`config.mk`:
```
export PLATFORM = sky130hd
export DESIGN_NAME = neutral_gcr_light_ink_fade
export DESIGN_NICKNAME = d
export VERILOG_FILES = /design/src/sv/nglif_pkg.sv /design/src/sv/neutral_gcr_light_ink_fade.sv /design/src/sv/nglif_cfg.sv /design/src/sv/nglif_detect.sv /design/src/sv/nglif_mix.sv
export VERILOG_INCLUDE_DIRS = /design/src /design/src/sv
export SDC_FILE = /design/constraint.sdc
export NUM_CORES = 1
export LEC_CHECK = 0
export BUFFER_PORTS_ARGS = -buffer_cell sky130_fd_sc_hd__buf_2
export CORE_MARGIN = 8
export CORE_UTILIZATION = 60
export CTS_BUF_LIST = sky130_fd_sc_hd__clkbuf_4
export DETAILED_ROUTE_END_ITERATION = 10
export PLACE_DENSITY = 0.79
export SETUP_SLACK_MARGIN = 0.4
export SYNTH_ARGS = -nofsm -noshare
export SYNTH_HDL_FRONTEND = slang
export SYNTH_SLANG_ARGS = --single-unit
```
`constraint.sdc`:
```
create_clock -name clk -period 8.4 [get_ports clk]
set_input_delay 1.68 -clock clk [delete_from_list [all_inputs] [get_ports clk]]
set_output_delay 1.68 -clock clk [all_outputs]
set_load 0.01 [all_outputs]
```
`src/sv/assert_macros.svh`:
```
// assertion macros shared by the rtl that checks itself
// every check samples on the rising edge of clk and is off while arst_n is low
`ifndef ASSERT_MACROS_SVH
`define ASSERT_MACROS_SVH

// condition holds at every edge
`define NGLIF_ASSERT(label, cond) \
	label: assert property (@(posedge clk) disable iff (!arst_n) (cond)) \
		else $error("nglif check failed");

// antecedent implies consequent (consequent may carry a fixed delay)
`define NGLIF_IMPLY(label, ante, cons) \
	label: assert property (@(posedge clk) disable iff (!arst_n) (ante) |-> cons) \
		else $error("nglif check failed");

`endif

```
`src/sv/nglif_pkg.sv`:
```
`timescale 1ns / 1ps
// ----------------------------------------------------------------------------
// nglif_pkg
// types, register codes and divide helpers for the neutral gcr / ink fade block
// ----------------------------------------------------------------------------
package nglif_pkg;

	localparam int TONE_W   = 8;
	localparam int PCT_W    = 7;
	localparam int ADDR_W   = 5;
	localparam int DATA_W   = 32;
	localparam int PROD_W   = 2 * TONE_W;
	localparam int FADE_P_W = TONE_W + PCT_W;

	// floor(x/100) as (x * 5243) >> 19, exact for x up to 43000
	localparam int RECIP_W   = 13;
	localparam int FADE_SHIFT = 19;
	localparam logic [RECIP_W-1:0] FADE_RECIP = 13'd5243;
	localparam int FADE_Q_W  = FADE_P_W + RECIP_W;

	localparam logic [PCT_W-1:0] PCT_FULL = 7'd100;

	// register map, word index = paddr[4:2]
	typedef enum logic [2:0] {
		REG_ENABLE,
		REG_GATE,
		REG_MAX_TONE,
		REG_STRENGTH,
		REG_GAIN,
		REG_FLOOR,
		REG_LC_FADE,
		REG_LM_FADE
	} reg_idx_t;

	// settings seen by the datapath, fade already clamped to a keep factor
	typedef struct packed {
		logic              enable;
		logic [TONE_W-1:0] gate;
		logic [TONE_W-1:0] max_tone;
		logic [TONE_W-1:0] strength;
		logic [TONE_W-1:0] gain;
		logic [TONE_W-1:0] black_floor;
		logic [PCT_W-1:0]  lc_keep;
		logic [PCT_W-1:0]  lm_keep;
	} cfg_t;

	// floor(x/255) for x up to 255*255: (x + (x>>8) + 1) >> 8
	function automatic logic [TONE_W-1:0] div255(input logic [PROD_W-1:0] x);
		logic [PROD_W:0] s;
		s = {1'b0, x} + {{(TONE_W+1){1'b0}}, x[PROD_W-1:TONE_W]} + {{PROD_W{1'b0}}, 1'b1};
		return s[PROD_W-1:TONE_W];
	endfunction

endpackage

```
`src/sv/neutral_gcr_light_ink_fade.sv`:
```
`timescale 1ns / 1ps
// ----------------------------------------------------------------------------
// neutral_gcr_light_ink_fade
// gray component replacement on near-neutral pixels with light ink fade
// ----------------------------------------------------------------------------
//  channel   handshake                     payload
//  pixel in  start (busy always low)       cyan_in .. light_magenta_in, end_of_image
//  pixel out done, one cycle strobe        cyan_out .. light_magenta_out, end_of_image_out
//  config    apb psel/penable/pwrite       paddr[4:2] selects register, pwdata/prdata
//
//  one item enters every cycle; its result strobes on done after passing the
//  five register stages: detect, products, pull, black add, output
//  busy never rises; the receiver has no hold-off, so nothing stalls
//  reset clears the valid chain and loads register defaults; in-flight items are dropped
// ----------------------------------------------------------------------------
`include "assert_macros.svh"

module neutral_gcr_light_ink_fade
	import nglif_pkg::*;
(
	input  logic              clk,
	input  logic              arst_n,
	input  logic              start,
	output logic              busy,
	input  logic [TONE_W-1:0] cyan_in,
	input  logic [TONE_W-1:0] magenta_in,
	input  logic [TONE_W-1:0] yellow_in,
	input  logic [TONE_W-1:0] black_in,
	input  logic [TONE_W-1:0] light_cyan_in,
	input  logic [TONE_W-1:0] light_magenta_in,
	input  logic              end_of_image,
	output logic              done,
	output logic [TONE_W-1:0] cyan_out,
	output logic [TONE_W-1:0] magenta_out,
	output logic [TONE_W-1:0] yellow_out,
	output logic [TONE_W-1:0] black_out,
	output logic [TONE_W-1:0] light_cyan_out,
	output logic [TONE_W-1:0] light_magenta_out,
	output logic              end_of_image_out,
	input  logic              psel,
	input  logic              penable,
	input  logic              pwrite,
	input  logic [ADDR_W-1:0] paddr,
	input  logic [DATA_W-1:0] pwdata,
	output logic [DATA_W-1:0] prdata,
	output logic              pready
);

	cfg_t              cfg;
	logic              valid_s1;
	logic [TONE_W-1:0] c_s1, m_s1, y_s1, k_s1, lc_s1, lm_s1, lo_s1;
	logic              apply_s1, eoi_s1;

	assign busy = 1'b0;

	// settings
	nglif_cfg u_cfg (
		.clk     (clk),
		.arst_n  (arst_n),
		.psel    (psel),
		.penable (penable),
		.pwrite  (pwrite),
		.paddr   (paddr),
		.pwdata  (pwdata),
		.prdata  (prdata),
		.pready  (pready),
		.cfg     (cfg)
	);

	// neutral detect
	nglif_detect u_detect (
		.clk           (clk),
		.arst_n        (arst_n),
		.in_valid      (start && !busy),
		.cyan          (cyan_in),
		.magenta       (magenta_in),
		.yellow        (yellow_in),
		.black         (black_in),
		.light_cyan    (light_cyan_in),
		.light_magenta (light_magenta_in),
		.eoi           (end_of_image),
		.cfg           (cfg),
		.valid_s1      (valid_s1),
		.c_s1          (c_s1),
		.m_s1          (m_s1),
		.y_s1          (y_s1),
		.k_s1          (k_s1),
		.lc_s1         (lc_s1),
		.lm_s1         (lm_s1),
		.lo_s1         (lo_s1),
		.apply_s1      (apply_s1),
		.eoi_s1        (eoi_s1)
	);

	// replacement and fade datapath
	nglif_mix u_mix (
		.clk      (clk),
		.arst_n   (arst_n),
		.cfg      (cfg),
		.valid_s1 (valid_s1),
		.c_s1     (c_s1),
		.m_s1     (m_s1),
		.y_s1     (y_s1),
		.k_s1     (k_s1),
		.lc_s1    (lc_s1),
		.lm_s1    (lm_s1),
		.lo_s1    (lo_s1),
		.apply_s1 (apply_s1),
		.eoi_s1   (eoi_s1),
		.valid_s5 (done),
		.c_s5     (cyan_out),
		.m_s5     (magenta_out),
		.y_s5     (yellow_out),
		.k_s5     (black_out),
		.lc_s5    (light_cyan_out),
		.lm_s5    (light_magenta_out),
		.eoi_s5   (end_of_image_out)
	);

	// every accepted item comes out on done after the five register stages
	`NGLIF_IMPLY(a_latency, start && !busy, ##5 done)
	// replacement never adds ink to cyan and never takes black away
	`NGLIF_IMPLY(a_cmy_k_dir, done, (cyan_out <= $past(cyan_in, 5)) && (black_out >= $past(black_in, 5)))
	// fade never raises a light ink
	`NGLIF_IMPLY(a_fade_dir, done, (light_cyan_out <= $past(light_cyan_in, 5)) && (light_magenta_out <= $past(light_magenta_in, 5)))

endmodule

```
`src/sv/nglif_cfg.sv`:
```
`timescale 1ns / 1ps
// ----------------------------------------------------------------------------
// nglif_cfg
// apb register file holding the gcr and fade settings
// ----------------------------------------------------------------------------
module nglif_cfg
	import nglif_pkg::*;
(
	input  logic              clk,
	input  logic              arst_n,
	input  logic              psel,
	input  logic              penable,
	input  logic              pwrite,
	input  logic [ADDR_W-1:0] paddr,
	input  logic [DATA_W-1:0] pwdata,
	output logic [DATA_W-1:0] prdata,
	output logic              pready,
	output cfg_t              cfg
);

	logic              enable_q;
	logic [TONE_W-1:0] gate_q;
	logic [TONE_W-1:0] max_tone_q;
	logic [TONE_W-1:0] strength_q;
	logic [TONE_W-1:0] gain_q;
	logic [TONE_W-1:0] floor_q;
	logic [PCT_W-1:0]  lc_pct_q;
	logic [PCT_W-1:0]  lm_pct_q;
	logic              wr_en;
	reg_idx_t          idx;

	assign pready = 1'b1;
	assign wr_en  = psel && penable && pwrite;
	assign idx    = reg_idx_t'(paddr[4:2]);

	// register writes
	always_ff @(posedge clk or negedge arst_n) begin
		if (!arst_n) begin
			enable_q   <= 1'b0;
			gate_q     <= 8'd14;
			max_tone_q <= 8'd180;
			strength_q <= 8'd160;
			gain_q     <= 8'd220;
			floor_q    <= 8'd6;
			lc_pct_q   <= 7'd70;
			lm_pct_q   <= 7'd50;
		end else if (wr_en) begin
			unique case (idx)
				REG_ENABLE:   enable_q   <= pwdata[0];
				REG_GATE:     gate_q     <= pwdata[TONE_W-1:0];
				REG_MAX_TONE: max_tone_q <= pwdata[TONE_W-1:0];
				REG_STRENGTH: strength_q <= pwdata[TONE_W-1:0];
				REG_GAIN:     gain_q     <= pwdata[TONE_W-1:0];
				REG_FLOOR:    floor_q    <= pwdata[TONE_W-1:0];
				REG_LC_FADE:  lc_pct_q   <= pwdata[PCT_W-1:0];
				REG_LM_FADE:  lm_pct_q   <= pwdata[PCT_W-1:0];
				default: ;
			endcase
		end
	end

	// read mux
	always_comb begin
		prdata = '0;
		unique case (idx)
			REG_ENABLE:   prdata[0]          = enable_q;
			REG_GATE:     prdata[TONE_W-1:0] = gate_q;
			REG_MAX_TONE: prdata[TONE_W-1:0] = max_tone_q;
			REG_STRENGTH: prdata[TONE_W-1:0] = strength_q;
			REG_GAIN:     prdata[TONE_W-1:0] = gain_q;
			REG_FLOOR:    prdata[TONE_W-1:0] = floor_q;
			REG_LC_FADE:  prdata[PCT_W-1:0]  = lc_pct_q;
			REG_LM_FADE:  prdata[PCT_W-1:0]  = lm_pct_q;
			default:      prdata = '0;
		endcase
	end

	// settings for the datapath, fade above 100 percent clamps to full fade
	always_comb begin
		cfg.enable      = enable_q;
		cfg.gate        = gate_q;
		cfg.max_tone    = max_tone_q;
		cfg.strength    = strength_q;
		cfg.gain        = gain_q;
		cfg.black_floor = floor_q;
		cfg.lc_keep     = (lc_pct_q > PCT_FULL) ? '0 : PCT_FULL - lc_pct_q;
		cfg.lm_keep     = (lm_pct_q > PCT_FULL) ? '0 : PCT_FULL - lm_pct_q;
	end

endmodule

```
`src/sv/nglif_detect.sv`:
```
`timescale 1ns / 1ps
// ----------------------------------------------------------------------------
// nglif_detect
// first stage: cmy min/max and the near-neutral decision
// ----------------------------------------------------------------------------
module nglif_detect
	import nglif_pkg::*;
(
	input  logic              clk,
	input  logic              arst_n,
	input  logic              in_valid,
	input  logic [TONE_W-1:0] cyan,
	input  logic [TONE_W-1:0] magenta,
	input  logic [TONE_W-1:0] yellow,
	input  logic [TONE_W-1:0] black,
	input  logic [TONE_W-1:0] light_cyan,
	input  logic [TONE_W-1:0] light_magenta,
	input  logic              eoi,
	input  cfg_t              cfg,
	output logic              valid_s1,
	output logic [TONE_W-1:0] c_s1,
	output logic [TONE_W-1:0] m_s1,
	output logic [TONE_W-1:0] y_s1,
	output logic [TONE_W-1:0] k_s1,
	output logic [TONE_W-1:0] lc_s1,
	output logic [TONE_W-1:0] lm_s1,
	output logic [TONE_W-1:0] lo_s1,
	output logic              apply_s1,
	output logic              eoi_s1
);

	logic [TONE_W-1:0] hi;
	logic [TONE_W-1:0] lo;
	logic              apply;

	// spread and gate checks
	always_comb begin
		hi = cyan;
		lo = cyan;
		if (magenta > hi) hi = magenta;
		if (yellow > hi)  hi = yellow;
		if (magenta < lo) lo = magenta;
		if (yellow < lo)  lo = yellow;
		apply = cfg.enable && ((hi - lo) <= cfg.gate) && (hi <= cfg.max_tone);
	end

	// valid bit
	always_ff @(posedge clk or negedge arst_n) begin
		if (!arst_n) begin
			valid_s1 <= 1'b0;
		end else begin
			valid_s1 <= in_valid;
		end
	end

	// payload
	always_ff @(posedge clk) begin
		c_s1     <= cyan;
		m_s1     <= magenta;
		y_s1     <= yellow;
		k_s1     <= black;
		lc_s1    <= light_cyan;
		lm_s1    <= light_magenta;
		lo_s1    <= lo;
		apply_s1 <= apply;
		eoi_s1   <= eoi;
	end

endmodule

```
`src/sv/nglif_mix.sv`:
```
`timescale 1ns / 1ps
// ----------------------------------------------------------------------------
// nglif_mix
// stages two to five: pull and fade products, cmy pull, black add and floor
// ----------------------------------------------------------------------------
module nglif_mix
	import nglif_pkg::*;
(
	input  logic              clk,
	input  logic              arst_n,
	input  cfg_t              cfg,
	input  logic              valid_s1,
	input  logic [TONE_W-1:0] c_s1,
	input  logic [TONE_W-1:0] m_s1,
	input  logic [TONE_W-1:0] y_s1,
	input  logic [TONE_W-1:0] k_s1,
	input  logic [TONE_W-1:0] lc_s1,
	input  logic [TONE_W-1:0] lm_s1,
	input  logic [TONE_W-1:0] lo_s1,
	input  logic              apply_s1,
	input  logic              eoi_s1,
	output logic              valid_s5,
	output logic [TONE_W-1:0] c_s5,
	output logic [TONE_W-1:0] m_s5,
	output logic [TONE_W-1:0] y_s5,
	output logic [TONE_W-1:0] k_s5,
	output logic [TONE_W-1:0] lc_s5,
	output logic [TONE_W-1:0] lm_s5,
	output logic              eoi_s5
);

	// stage 2
	logic                valid_s2;
	logic [PROD_W-1:0]   pullp_s2;
	logic [FADE_P_W-1:0] lcp_s2, lmp_s2;
	logic [TONE_W-1:0]   c_s2, m_s2, y_s2, k_s2, lc_s2, lm_s2;
	logic                apply_s2, nz_s2, eoi_s2;
	// stage 3
	logic                valid_s3;
	logic [TONE_W-1:0]   pull_s3;
	logic [FADE_Q_W-1:0] lcq_s3, lmq_s3;
	logic [TONE_W-1:0]   c_s3, m_s3, y_s3, k_s3, lc_s3, lm_s3;
	logic                apply_s3, nz_s3, eoi_s3;
	// stage 4
	logic                valid_s4;
	logic [PROD_W-1:0]   addp_s4;
	logic [TONE_W-1:0]   c_s4, m_s4, y_s4, k_s4, lc_s4, lm_s4;
	logic                floor_en_s4, eoi_s4;
	// stage 5 logic
	logic [TONE_W-1:0]   add;
	logic [TONE_W:0]     ksum;
	logic [TONE_W-1:0]   ksat;
	logic [TONE_W-1:0]   pull;

	assign pull = apply_s2 ? div255(pullp_s2) : '0;

	// black add, saturate and floor
	always_comb begin
		add  = div255(addp_s4);
		ksum = {1'b0, k_s4} + {1'b0, add};
		ksat = ksum[TONE_W] ? {TONE_W{1'b1}} : ksum[TONE_W-1:0];
		if (floor_en_s4 && (ksat < cfg.black_floor)) ksat = cfg.black_floor;
	end

	// valid chain
	always_ff @(posedge clk or negedge arst_n) begin
		if (!arst_n) begin
			valid_s2 <= 1'b0;
			valid_s3 <= 1'b0;
			valid_s4 <= 1'b0;
			valid_s5 <= 1'b0;
		end else begin
			valid_s2 <= valid_s1;
			valid_s3 <= valid_s2;
			valid_s4 <= valid_s3;
			valid_s5 <= valid_s4;
		end
	end

	// stage 2: pull product and fade products
	always_ff @(posedge clk) begin
		pullp_s2 <= lo_s1 * cfg.strength;
		lcp_s2   <= lc_s1 * cfg.lc_keep;
		lmp_s2   <= lm_s1 * cfg.lm_keep;
		c_s2     <= c_s1;
		m_s2     <= m_s1;
		y_s2     <= y_s1;
		k_s2     <= k_s1;
		lc_s2    <= lc_s1;
		lm_s2    <= lm_s1;
		apply_s2 <= apply_s1;
		nz_s2    <= (lo_s1 != '0);
		eoi_s2   <= eoi_s1;
	end

	// stage 3: pull off cmy, fade reciprocal products
	always_ff @(posedge clk) begin
		pull_s3  <= pull;
		c_s3     <= c_s2 - pull;
		m_s3     <= m_s2 - pull;
		y_s3     <= y_s2 - pull;
		lcq_s3   <= lcp_s2 * FADE_RECIP;
		lmq_s3   <= lmp_s2 * FADE_RECIP;
		k_s3     <= k_s2;
		lc_s3    <= lc_s2;
		lm_s3    <= lm_s2;
		apply_s3 <= apply_s2;
		nz_s3    <= nz_s2;
		eoi_s3   <= eoi_s2;
	end

	// stage 4: black add product, faded light inks
	always_ff @(posedge clk) begin
		addp_s4     <= pull_s3 * cfg.gain;
		lc_s4       <= apply_s3 ? lcq_s3[FADE_SHIFT+TONE_W-1:FADE_SHIFT] : lc_s3;
		lm_s4       <= apply_s3 ? lmq_s3[FADE_SHIFT+TONE_W-1:FADE_SHIFT] : lm_s3;
		c_s4        <= c_s3;
		m_s4        <= m_s3;
		y_s4        <= y_s3;
		k_s4        <= k_s3;
		floor_en_s4 <= apply_s3 && nz_s3;
		eoi_s4      <= eoi_s3;
	end

	// stage 5: result register
	always_ff @(posedge clk) begin
		c_s5   <= c_s4;
		m_s5   <= m_s4;
		y_s5   <= y_s4;
		k_s5   <= ksat;
		lc_s5  <= lc_s4;
		lm_s5  <= lm_s4;
		eoi_s5 <= eoi_s4;
	end

endmodule

```
# == Word level (Yosys, flattened, before mapping) ==
# Cells that the tools add are included.
# op_classes
n_addsub,11
magnitude_cmp,9
eq_ne,7
mul,6
reduce_logical,16
muxes,14
# ops
operator,n
$mux W8,9
$mul A15 B13 Y27 const B,2
$pmux W6 S7,1
$add A16 B1 Y16 const B,2
$add A16 B8 Y16,2
$mul A8 B8 Y16,2
$sub A8 B8 Y8,4
$mul A8 B7 Y15,2
$lt A8 B8 Y1,3
$gt A8 B8 Y1,2
$le A8 B8 Y1,2
$reduce_and A2 Y1,8
$gt A7 B7 Y1 const B,2
$mux W7,2
$sub A7 B7 Y7 const A,2
$eq A3 B3 Y1 const B,4
$add A8 B8 Y9,1
$pmux W1 S8,1
$reduce_bool A8 Y1,1
$eq A3 B2 Y1 const B,2
$logic_and A1 B1 Y1,6
$pmux W1 S5,1
$eq A3 B1 Y1 const B,1
$logic_not A3 Y1,1
# word_totals
regBits,443
input_bits,92

# == Logic depth before layout (Yosys ltp) ==
# Gate-level depths: netlist of run 1.
# logic_depth
word_depth,8
ltp_mapped,35
depth_no_buf,33

# == Hierarchy ==
# A second synthesis of run 1 with hierarchy kept.
# unflattened
hier_cells,2696
area_unflattened_um2,28297.1
# by_module_without_submodules
module,instances,area_per_inst_um2,cells_per_inst,seq_area_each_um2
nglif_mix,1,22263.9,2140,5845.6
nglif_cfg,1,3065.4,254,1403.8
nglif_detect,1,2956.6,300,1186.1
neutral_gcr_light_ink_fade,1,11.3,2,0.0

# == Worst setup path before layout of run 1 ==
# No wires, ideal clock.
# synth_path
path_kind,input-to-reg
from,input port cyan_in[2]
to,register u_detect.apply_s1
stages,33
slack_ns,1.450
arrival_time_ns,6.880
path_buffers,2
required_ns,8.330
setup_ns,0.070
cell_sequence,inv_1 -> ha_1 -> o21ai_1 -> a21oi_2 -> o31ai_1 -> and2_1 -> clkbuf_1 -> nor2_1 -> a21oi_1 -> ha_1 -> a21oi_1 -> nor2b_1 -> o21ai_0 -> nand2b_1 -> a2111oi_2 -> nor3_4 -> buf_2 -> a31oi_1 -> ha_1 -> inv_1 -> fa_1 -> a21o_1 -> a21oi_1 -> o21bai_1 -> a21oi_1 -> xnor2_1 -> ha_1 -> a21o_1 -> a21oi_1 -> o21ai_0 -> o21ai_0 -> nand2_1 -> a21oi_1
# synth_between
elab_chain_cells,8
# synth_lines
item,line,rtl
"start, declared",neutral_gcr_light_ink_fade.sv:25,"input logic [TONE_W-1:0] cyan_in,"
$lt A8 B8 Y1,nglif_detect.sv:42,if (magenta < lo) lo = magenta;
$mux W8 (*),nglif_detect.sv:42,
$lt A8 B8 Y1,nglif_detect.sv:43,if (yellow < lo) lo = yellow;
$mux W8 (*),nglif_detect.sv:43,
via u_detect.lo[0],nglif_detect.sv:33,logic [TONE_W-1:0] lo;
$sub A8 B8 Y8 (*),nglif_detect.sv:44,apply = cfg.enable && ((hi - lo) <= cfg.gate) && (hi <= cfg.max_tone);
$le A8 B8 Y1 (*),nglif_detect.sv:44,
$logic_and A1 B1 Y1 (*) (2 in a row),nglif_detect.sv:44,
via u_detect.apply,nglif_detect.sv:34,logic apply;
"end signal, assigned",nglif_detect.sv:65,apply_s1 <= apply;
"end, declared",nglif_detect.sv:28,"output logic apply_s1,"
# Mark *: on every way through the listed nets, which the timed path passes. The rest lies on a longest branch.
# A chain may end at the register's enable or synchronous reset.

# == Final worst setup path of run 1 ==
# Same ends and word-level chain as after synthesis.

==> out/metrics.cfg, run 1 <==
[floorplanning]
rows=79
io_pins=176
die_h_um=232
initial_core_util_pct=60.4
die_width_um=232
coreArea_mm2=0.0463
die-area_mm2=0.0537

[route]
firstDrtPassIters=5
wl_per_cell_um=16.2
detail-route-antenna-nets=0
viasPerCell=5.24
drt_iter0_markers=815
drc=0
vias=18680
finalWirelength_um=57800

[timing]
max_slew_margin_pct=28.5
timing.fmax_mhz=147
finalSetupViolCount=0
period_share_pct=80.7
fin_tns_setup_ns=0
finalCriticalPeriod_ns=6.78
worst_hold_slack_ns=0.317
tightest_slew_ns=1.07
final_max_slew_viol_count=0
hold_viol_final=0
worst_clock_skew_ns=0.0685
rsz0062_at_grt=no

[yosys]
ys_top_cells_by_count=inv_1 (492), ha_1 (432), dfxtp_1 (345), fa_1 (271), nand2_1 (194)
synth_area_leaders=dfxtp_1 (25%), fa_1 (19%), ha_1 (19%)
synthCells=2679
synth_seq_cells=405
async_flop_share_pct=14.8
avgSynthCellArea_um2=10.4
synth-main-ff-cell=dfxtp_1
yosys_warnings=0
yosysMostFrequentCell=inv_1
synth.largest_area_cell=dfxtp_1
synth_cell_types=72
netlist_area_mm2=0.0279
synth_top_area_share_pct=24.7
synth_seq_area_share_pct=30.2
synth_edf_count=0

[setup_path]
worstSetupStartpointType=input port
worst_path_most_repeated_cell=a21oi_1
endpoint_kind=register
cp_max_fo=19
path_class=input port to register
critPathMaxStageDelay_ns=0.47
cpMaxStageDelayCell=and2_1
worstPathArrival_ns=7.54
crit_required_ns=9.16

[clocking]
clock_sinks=405
cts_tree=done
clock_latency_ns=0.86
cts_max_path_buffers=3
cts_resized=0
cts_setup_buffers=0
numCtsBuffers=100
cts_root_buf=clkbuf_4
h-tree-depth=3
path_clk_slew_ns=0.08
cts_hold_repair.buffers=0

[hold_path]
hold_path.class=register to register

[grt]
antenna_found_initial=6
grt_pass1_vias=20468
grt_pass1_wl_um=97200
grt_usage_pct=22.1
grt_max_degree=61
grt_overflow=0

[finish]
n_fill_cell=3615
drive_gt1_share_pct=13.3
syn_to_final_growth_pct=8.94
num-nets-final=3669

[placed_design]
gp_congestion=0.900
io_buffers=123
dpl.hpwl_um=47000

[job]
maxCapViolCount=0

[run_status]
outcome=finished clean

-- state kept, by name, summed over array words and instances, names as in the netlist, 15 cells and up --
register        cells
u_mix.lcp_s2       15
u_mix.lmp_s2       15
u_mix.pullp_s2     16
u_mix.addp_s4      16
-- cell usage in the layout, fill, tap and decap left out, types with 9 or more instances in the layout --
master | Yosys | layout
nor2_1 | 93 | 93
xor2_1 | 39 | 39
dfxtp_1 | 345 | 345
mux2_2 | 59 | 59
nor3_1 | 19 | 19
dfstp_2 | 22 | 22
clkbuf_4 | 0 | 130
nand2b_1 | 26 | 26
fa_1 | 271 | 271
dfrtp_1 | 38 | 38
nor2b_1 | 29 | 29
a21o_1 | 39 | 39
o21a_1 | 21 | 21
o21ai_0 | 70 | 70
mux2i_1 | 10 | 10
ha_1 | 432 | 432
xnor2_1 | 77 | 77
nand4_1 | 12 | 12
or3_1 | 9 | 9
clkinv_2 | 0 | 12
nand3_1 | 22 | 22
nand2_1 | 194 | 194
inv_1 | 492 | 492
and2_1 | 125 | 125
a21oi_1 | 67 | 67
conb_1 | 2 | 26
buf_2 | 1 | 123
clkinv_1 | 0 | 27
-- cell type report --
class	instances	area, um^2	area share (%)
Clock inverter	49	335	1.10
Timing Repair Buffer	125	631	2.07
Inverter	492	1850	6.07
Tap cell	607	759	2.50
Clock buffer	130	976	3.21
Sequential cell	405	8440	27.7
Multi-Input combinational cell	1750	17400	57.3
Antenna cell	5	12.5	0.0411
-- metrics by stage --
step                      area, um^2  worst slack, ns  util, %  std cells
after CTS                      30400             1.71     65.8       3558
after global routing           30400             1.08     65.8       3563
after floorplan                28000             1.45        -       2703
after detailed placement       29100            0.833     62.9       3379
after global placement         29100             1.02     62.9       3379
final                          30400             1.62     65.8       3563
-- cell families (layout without fill, tap and decap cells) --
| logic type | count (synthesis) | in the layout | share of synthesized area (%) |
|---|---|---|---|
| xor+xnor | 116 | 116 | 3.64 |
| buf+inv | 548 | 796 | 7.73 |
| simple gates | 557 | 557 | 9.81 |
| fa+ha+maj | 703 | 703 | 38.8 |
| flops | 405 | 405 | 30.2 |
| other cells | 2 | 31 | 0.0269 |
| compound gates | 270 | 270 | 6.40 |
| mux | 78 | 78 | 3.42 |
-- final timing paths --
kind | start | endpoint | slack, ns | cells after the start
setup / recovery | cyan_in[2] | u_detect.apply_s1$_DFF_P_ | 1.62 | 32
hold / removal | u_mix.c_s3[3]$_DFF_P_ | u_mix.c_s4[3]$_DFF_P_ | 0.32 | 0
setup reg to reg | u_cfg.lc_pct_q[0]$_DFFE_PN0P_ | u_mix.lcp_s2[14]$_DFF_P_ | 2.63 | 21
hold reg to reg | u_mix.c_s3[3]$_DFF_P_ | u_mix.c_s4[3]$_DFF_P_ | 0.32 | 0
max in group asynchronous | arst_n | u_mix.valid_s5$_DFF_PN0_ | 6.85 | 2
min in group asynchronous | arst_n | u_cfg.lc_pct_q[0]$_DFFE_PN0P_ | 0.98 | 2
-- worst max-delay path, delay by kind of cell --
| family | cells | cell delay, ns |
|---|---|---|
| AOI/OAI and AO/OA | 17 | 2.99 |
| xor gates and xnor gates | 1 | 0.15 |
| adders and majority gates | 5 | 1.44 |
| buffers and inverters | 3 | 0.23 |
| and+or+nand+nor | 6 | 1.01 |
-- layer usage --
metal | track usage [%] | vias up | wire length [um]
met2 | 39.9 | 465 | 29900
li1 | - | 8998 | -
met3 | 3.55 | 151 | 2550
met4 | 10.7 | 2 | 2300
met1 | 25.3 | 9064 | 23100
met5 | 0 | - | 16
Power of run 1 is left out: the tool's default activity adds up to more than one toggle a clock period on the data nets, which glitch-free logic cannot reach.
==> run 2: changes to the inputs <==
==> constraint.sdc (replaced) <==
create_clock -name clk -period 6.8 [get_ports clk]
set_input_delay 1.36 -clock clk [delete_from_list [all_inputs] [get_ports clk]]
set_output_delay 1.36 -clock clk [all_outputs]
set_load 0.01 [all_outputs]
==> run 2 against run 1 <==
Effect of this change: global-route usage fell by 0.32 points; clock-buffer cell count rose by 15; first-iteration DRC count rose by 5.3%; critical endpoint unchanged; largest cell class unchanged; highest routed layer is now met4.
==> out/metrics.cfg, run 2 (synthesized netlist as in run 1, its figures left out) <==
[run_status]
outcome=finished clean

[placed_design]
io_buffers=123
pre_cts_ws_ns=-0.0318
gp_congestion=0.874
dpl.hpwl_um=46500

[route]
wl_per_cell_um=15.9
finalWirelength_um=57000
detail-route-antenna-nets=0
vias=18605
drt_iter0_markers=858
viasPerCell=5.20
drc=0
firstDrtPassIters=5

[grt]
grtUsageMet2_pct=38.7
grt_overflow=0
grt.met1_usage_pct=25.2
grt.busiest_layer=met2
grt_usage_pct=21.8
gr-usage-met3_pct=3.79
grt_max_degree=61
antenna_found_initial=3
grt_pass1_vias=20287
grt_pass1_wl_um=96200

[floorplanning]
die_h_um=232
die-area_mm2=0.0537
io_pins=176
rows=79
initial_core_util_pct=60.4
die_width_um=232
coreArea_mm2=0.0463

[finish]
num-nets-final=3676
reg_top3=u_mix.addp_s4 (16), u_mix.pullp_s2 (16)
layout_commonest_cell=inv_1
drive_gt1_share_pct=14.0
syn_to_final_growth_pct=9.25
final_cell_mix=inv_1 (492), ha_1 (432), dfxtp_1 (345), fa_1 (271), nand2_1 (194)

[setup_path]
path_class=input port to register
cp_max_fo=9
cp.depth=33
worst_path_most_repeated_cell=a21oi_1
cpLargestDelayFamily=compound AO/OA/AOI/OAI gates
rrSetupSlack_ns=1.06
crit_required_ns=7.56
reg2reg_depth=21
r2r-end=u_mix.lcp_s2[14]$_DFF_P_
endpoint_kind=register
endpoint=u_detect.apply_s1$_DFF_P_
path_buf_inv=4
worstSetupStartpointType=input port
critPathMaxStageDelay_ns=0.41
cpMaxStageDelayCell=fa_1
worstPathArrival_ns=6.72
crit_start=cyan_in[7]
reg2reg_from=u_cfg.lc_pct_q[0]$_DFFE_PN0P_

[timing]
max_slew_margin_pct=28.6
period_share_pct=87.6
fin_tns_setup_ns=0
timing.fmax_mhz=168
worst_clock_skew_ns=0.0604
finalSetupViolCount=0
worst_hold_slack_ns=0.285
finalCriticalPeriod_ns=5.96
rsz0062_at_grt=no
layout_setup_ws_ns=0.841
hold_viol_final=0
tightest_slew_ns=1.07
final_max_slew_viol_count=0

[hold_path]
hold_path.class=register to register

[clocking]
cts_setup_buffers=0
numCtsBuffers=101
clock_latency_ns=0.84
cts_max_path_buffers=3
h-tree-depth=3
cts_root_buf=clkbuf_4
clock_sinks=405
cts_tree=done
path_clk_slew_ns=0.07

[job]
maxCapViolCount=0

run 2: cell count changes in the layout (fill, tap and decap cells not counted), sizes merged:
cell / delta
inv: +1
clkinv: -3
clkinvlp: -1
bufinv: -3
diode: -2
clkbuf: +15
buf: +6
run 2: how the worst min path moves through the flow:
stage | startpoint | end | slack (ns) | cells after the start
after floorplan | u_detect.apply_s1$_DFF_P_ | u_mix.apply_s2$_DFF_P_ | 0.31 | 0
after global placement | u_mix.m_s4[1]$_DFF_P_ | u_mix.m_s5[1]$_DFF_P_ | 0.31 | 0
after detailed placement | u_detect.c_s1[2]$_DFF_P_ | u_mix.c_s2[2]$_DFF_P_ | 0.31 | 0
after CTS | u_mix.m_s3[4]$_DFF_P_ | u_mix.m_s4[4]$_DFF_P_ | 0.28 | 0
after global routing | u_mix.lm_s2[1]$_DFF_P_ | u_mix.lm_s3[1]$_DFF_P_ | 0.32 | 0
final | u_mix.m_s3[4]$_DFF_P_ | u_mix.m_s4[4]$_DFF_P_ | 0.28 | 0
run 2: what timing repair did:
action / 4_1_cts / 5_1_grt
hold buffers: 0 / 0
setup endpoints to repair: 0 / 1
resized for setup: 0 / 7
run 2: final cells by class:
| class | instances | area [um^2] |
|---|---|---|
| Tap cell | 607 | 759 |
| Clock buffer | 145 | 1090 |
| Antenna cell | 3 | 7.51 |
| Sequential cell | 405 | 8440 |
| Inverter | 492 | 1850 |
| Timing Repair Buffer | 131 | 676 |
| Fill cell | 3544 | 15700 |
| Multi-Input combinational cell | 1750 | 17500 |
| Clock inverter | 43 | 231 |
run 2: worst reg2reg max path, cell delays in order, from the launching register on:
cell and delay (ns):
dfrtp_1 0.42, o21ai_0 0.26, nand2_1 0.16, and3_1 0.26, nor2b_1 0.47, nand2_1 0.15
fa_1 0.52, inv_1 0.04, ha_1 0.30, fa_1 0.53, inv_1 0.05, fa_1 0.53
inv_1 0.04, ha_1 0.32, a21oi_1 0.22, nor2b_1 0.08, o21a_1 0.18, o311a_1 0.32
o21a_1 0.20, o21a_1 0.19, o21ba_2 0.22, xnor2_1 0.11
run 2: through the flow:
step	cells	cell area, um^2	util, %
global placement	3385	29200	63.1
CTS	3573	30500	65.9
detailed placement	3385	29200	63.1
global route	3576	30500	66.0
floorplan	2703	28000	-
finish	3576	30500	66.0
run 2: layer usage:
metal / vias to the layer above / wire, um
li1: 8998 / -
met5: - / 0
met2: 396 / 29400
met1: 9078 / 23100
met3: 133 / 2350
met4: 0 / 2200
Power of run 2 is left out for the same reason.
==> run 3: changes to the inputs <==
==> constraint.sdc (replaced) <==
create_clock -name clk -period 7.4 [get_ports clk]
set_input_delay 1.48 -clock clk [delete_from_list [all_inputs] [get_ports clk]]
set_output_delay 1.48 -clock clk [all_outputs]
set_load 0.01 [all_outputs]
==> run 3 against run 2 <==
Effect of this change: non-clock buffer count decreased by 4; cell area is 0.35% lower; flip-flop and latch count stayed put; sequential share of layout area increased by 0.097 points; worst hold slack better by 0.031 ns; first-iteration DRC count rose by 9.7%; largest cell class unchanged.
==> out/metrics.cfg, run 3 (synthesized netlist as in run 1, its figures left out) <==
[finish]
num-nets-final=3671
ff_latch_area_mm2=0.00844
stdcell_count=3561
syn_to_final_growth_pct=8.87
final_cell_mix=inv_1 (492), ha_1 (432), dfxtp_1 (345), fa_1 (271), nand2_1 (194)
reg_top3=u_mix.addp_s4 (16), u_mix.pullp_s2 (16)
multiInputGateArea_mm2=0.0174
layout_commonest_cell=inv_1
n_fill_cell=3639
drive_gt1_share_pct=13.4

[timing]
tightest_slew_ns=1.03
final_max_slew_viol_count=0
finalCriticalPeriod_ns=6.42
worst_hold_slack_ns=0.315
max_slew_margin_pct=31.2
hold_viol_final=0
finalSetupViolCount=0
rsz0062_at_grt=no
fin_tns_setup_ns=0
period_share_pct=86.7
timing.fmax_mhz=156
worst_clock_skew_ns=0.0653

[route]
detail-route-antenna-nets=0
wl_per_cell_um=16.2
viasPerCell=5.28
drt_iter0_markers=941
drc=0
firstDrtPassIters=5
vias=18815
finalWirelength_um=57700

[floorplanning]
die_h_um=232
initial_core_util_pct=60.4
die-area_mm2=0.0537
coreArea_mm2=0.0463
rows=79
io_pins=176
die_width_um=232

[grt]
grt_usage_pct=22.2
grt_pass1_vias=20714
grt_max_degree=61
grt_overflow=0
grt_pass1_wl_um=97600
antenna_found_initial=5

[placed_design]
dpl.cell_count=3381
io_buffers=123
dpl.hpwl_um=47300
gp_congestion=0.895

[clocking]
cts_setup_buffers=0
cts_tree=done
numCtsBuffers=100
path_clk_slew_ns=0.07
cts_resized=0
cts_max_path_buffers=3
h-tree-depth=3
cts_hold_repair.buffers=0
clock_sinks=405
clock_latency_ns=0.89
cts_root_buf=clkbuf_4

[hold_path]
hold_path_depth=0
hold_start=u_detect.m_s1[3]$_DFF_P_
hold_path.class=register to register

[setup_path]
reg2reg_from=u_cfg.lc_pct_q[0]$_DFFE_PN0P_
cp_max_fo=18
reg2reg_depth=21
crit_start=cyan_in[2]
endpoint_kind=register
worstSetupStartpointType=input port
crit_required_ns=8.16
worst_path_most_repeated_cell=a21oi_1
cpMaxStageDelayCell=a2111oi_2
critPathMaxStageDelay_ns=0.42
path_class=input port to register
worstPathArrival_ns=7.17

[run_status]
outcome=finished clean

[job]
maxCapViolCount=0

## run 3: changes by cell type in the layout (fill, tap and decap cells not counted), moves of 2 or more
cell      before  now
a21oi_1       65   67
clkbuf_4     145  139
clkinv_2      11    5
diode_2        3    5
buf_4          8    4
clkinv_1      24   22
a21oi_2        7    5
## run 3: final timing paths
kind	to	slack (ns)
max in group asynchronous	u_cfg.lm_pct_q[3]$_DFFE_PN0P_	6.06
setup / recovery	u_detect.apply_s1$_DFF_P_	0.98
hold reg to reg	u_mix.m_s2[3]$_DFF_P_	0.32
hold / removal	u_mix.m_s2[3]$_DFF_P_	0.32
setup reg to reg	u_mix.lcp_s2[14]$_DFF_P_	1.61
min in group asynchronous	u_cfg.lc_pct_q[0]$_DFFE_PN0P_	0.76
## run 3: stage by stage
step	setup slack (ns)	cell area (um^2)	utilization [%]
2_1_floorplan	0.650	28000	-
3_3_place_gp	0.389	29100	63.0
3_5_place_dp	0.239	29100	63.0
4_1_cts	1.12	30400	65.7
5_1_grt	0.630	30400	65.7
6_report	0.984	30400	65.7
## run 3: per-layer routing
metal,share of wire [%],up-vias,GRT usage (%),wire (um)
met5,0,-,0,0
met4,4.0,0,11.2,2330
met3,4.2,154,3.21,2430
met2,52,443,40.2,30000
met1,40,9218,25.2,23000
li1,-,9000,-,-
## run 3: worst max-delay path, delay by kind of cell
family | cells | cell delay (ns)
compound gates | 17 | 3.02
fa+ha+maj | 4 | 1.12
simple gates | 9 | 1.00
buf+inv | 3 | 0.38
xor+xnor | 1 | 0.19
## run 3: final cells by class
cell class / instances / area share, %
Inverter: 492 / 6.07
Timing Repair Buffer: 127 / 2.12
Clock inverter: 36 / 0.773
Multi-Input combinational cell: 1750 / 57.3
Clock buffer: 139 / 3.43
Antenna cell: 5 / 0.0411
Sequential cell: 405 / 27.7
Tap cell: 607 / 2.50
Power of run 3 is left out for the same reason.
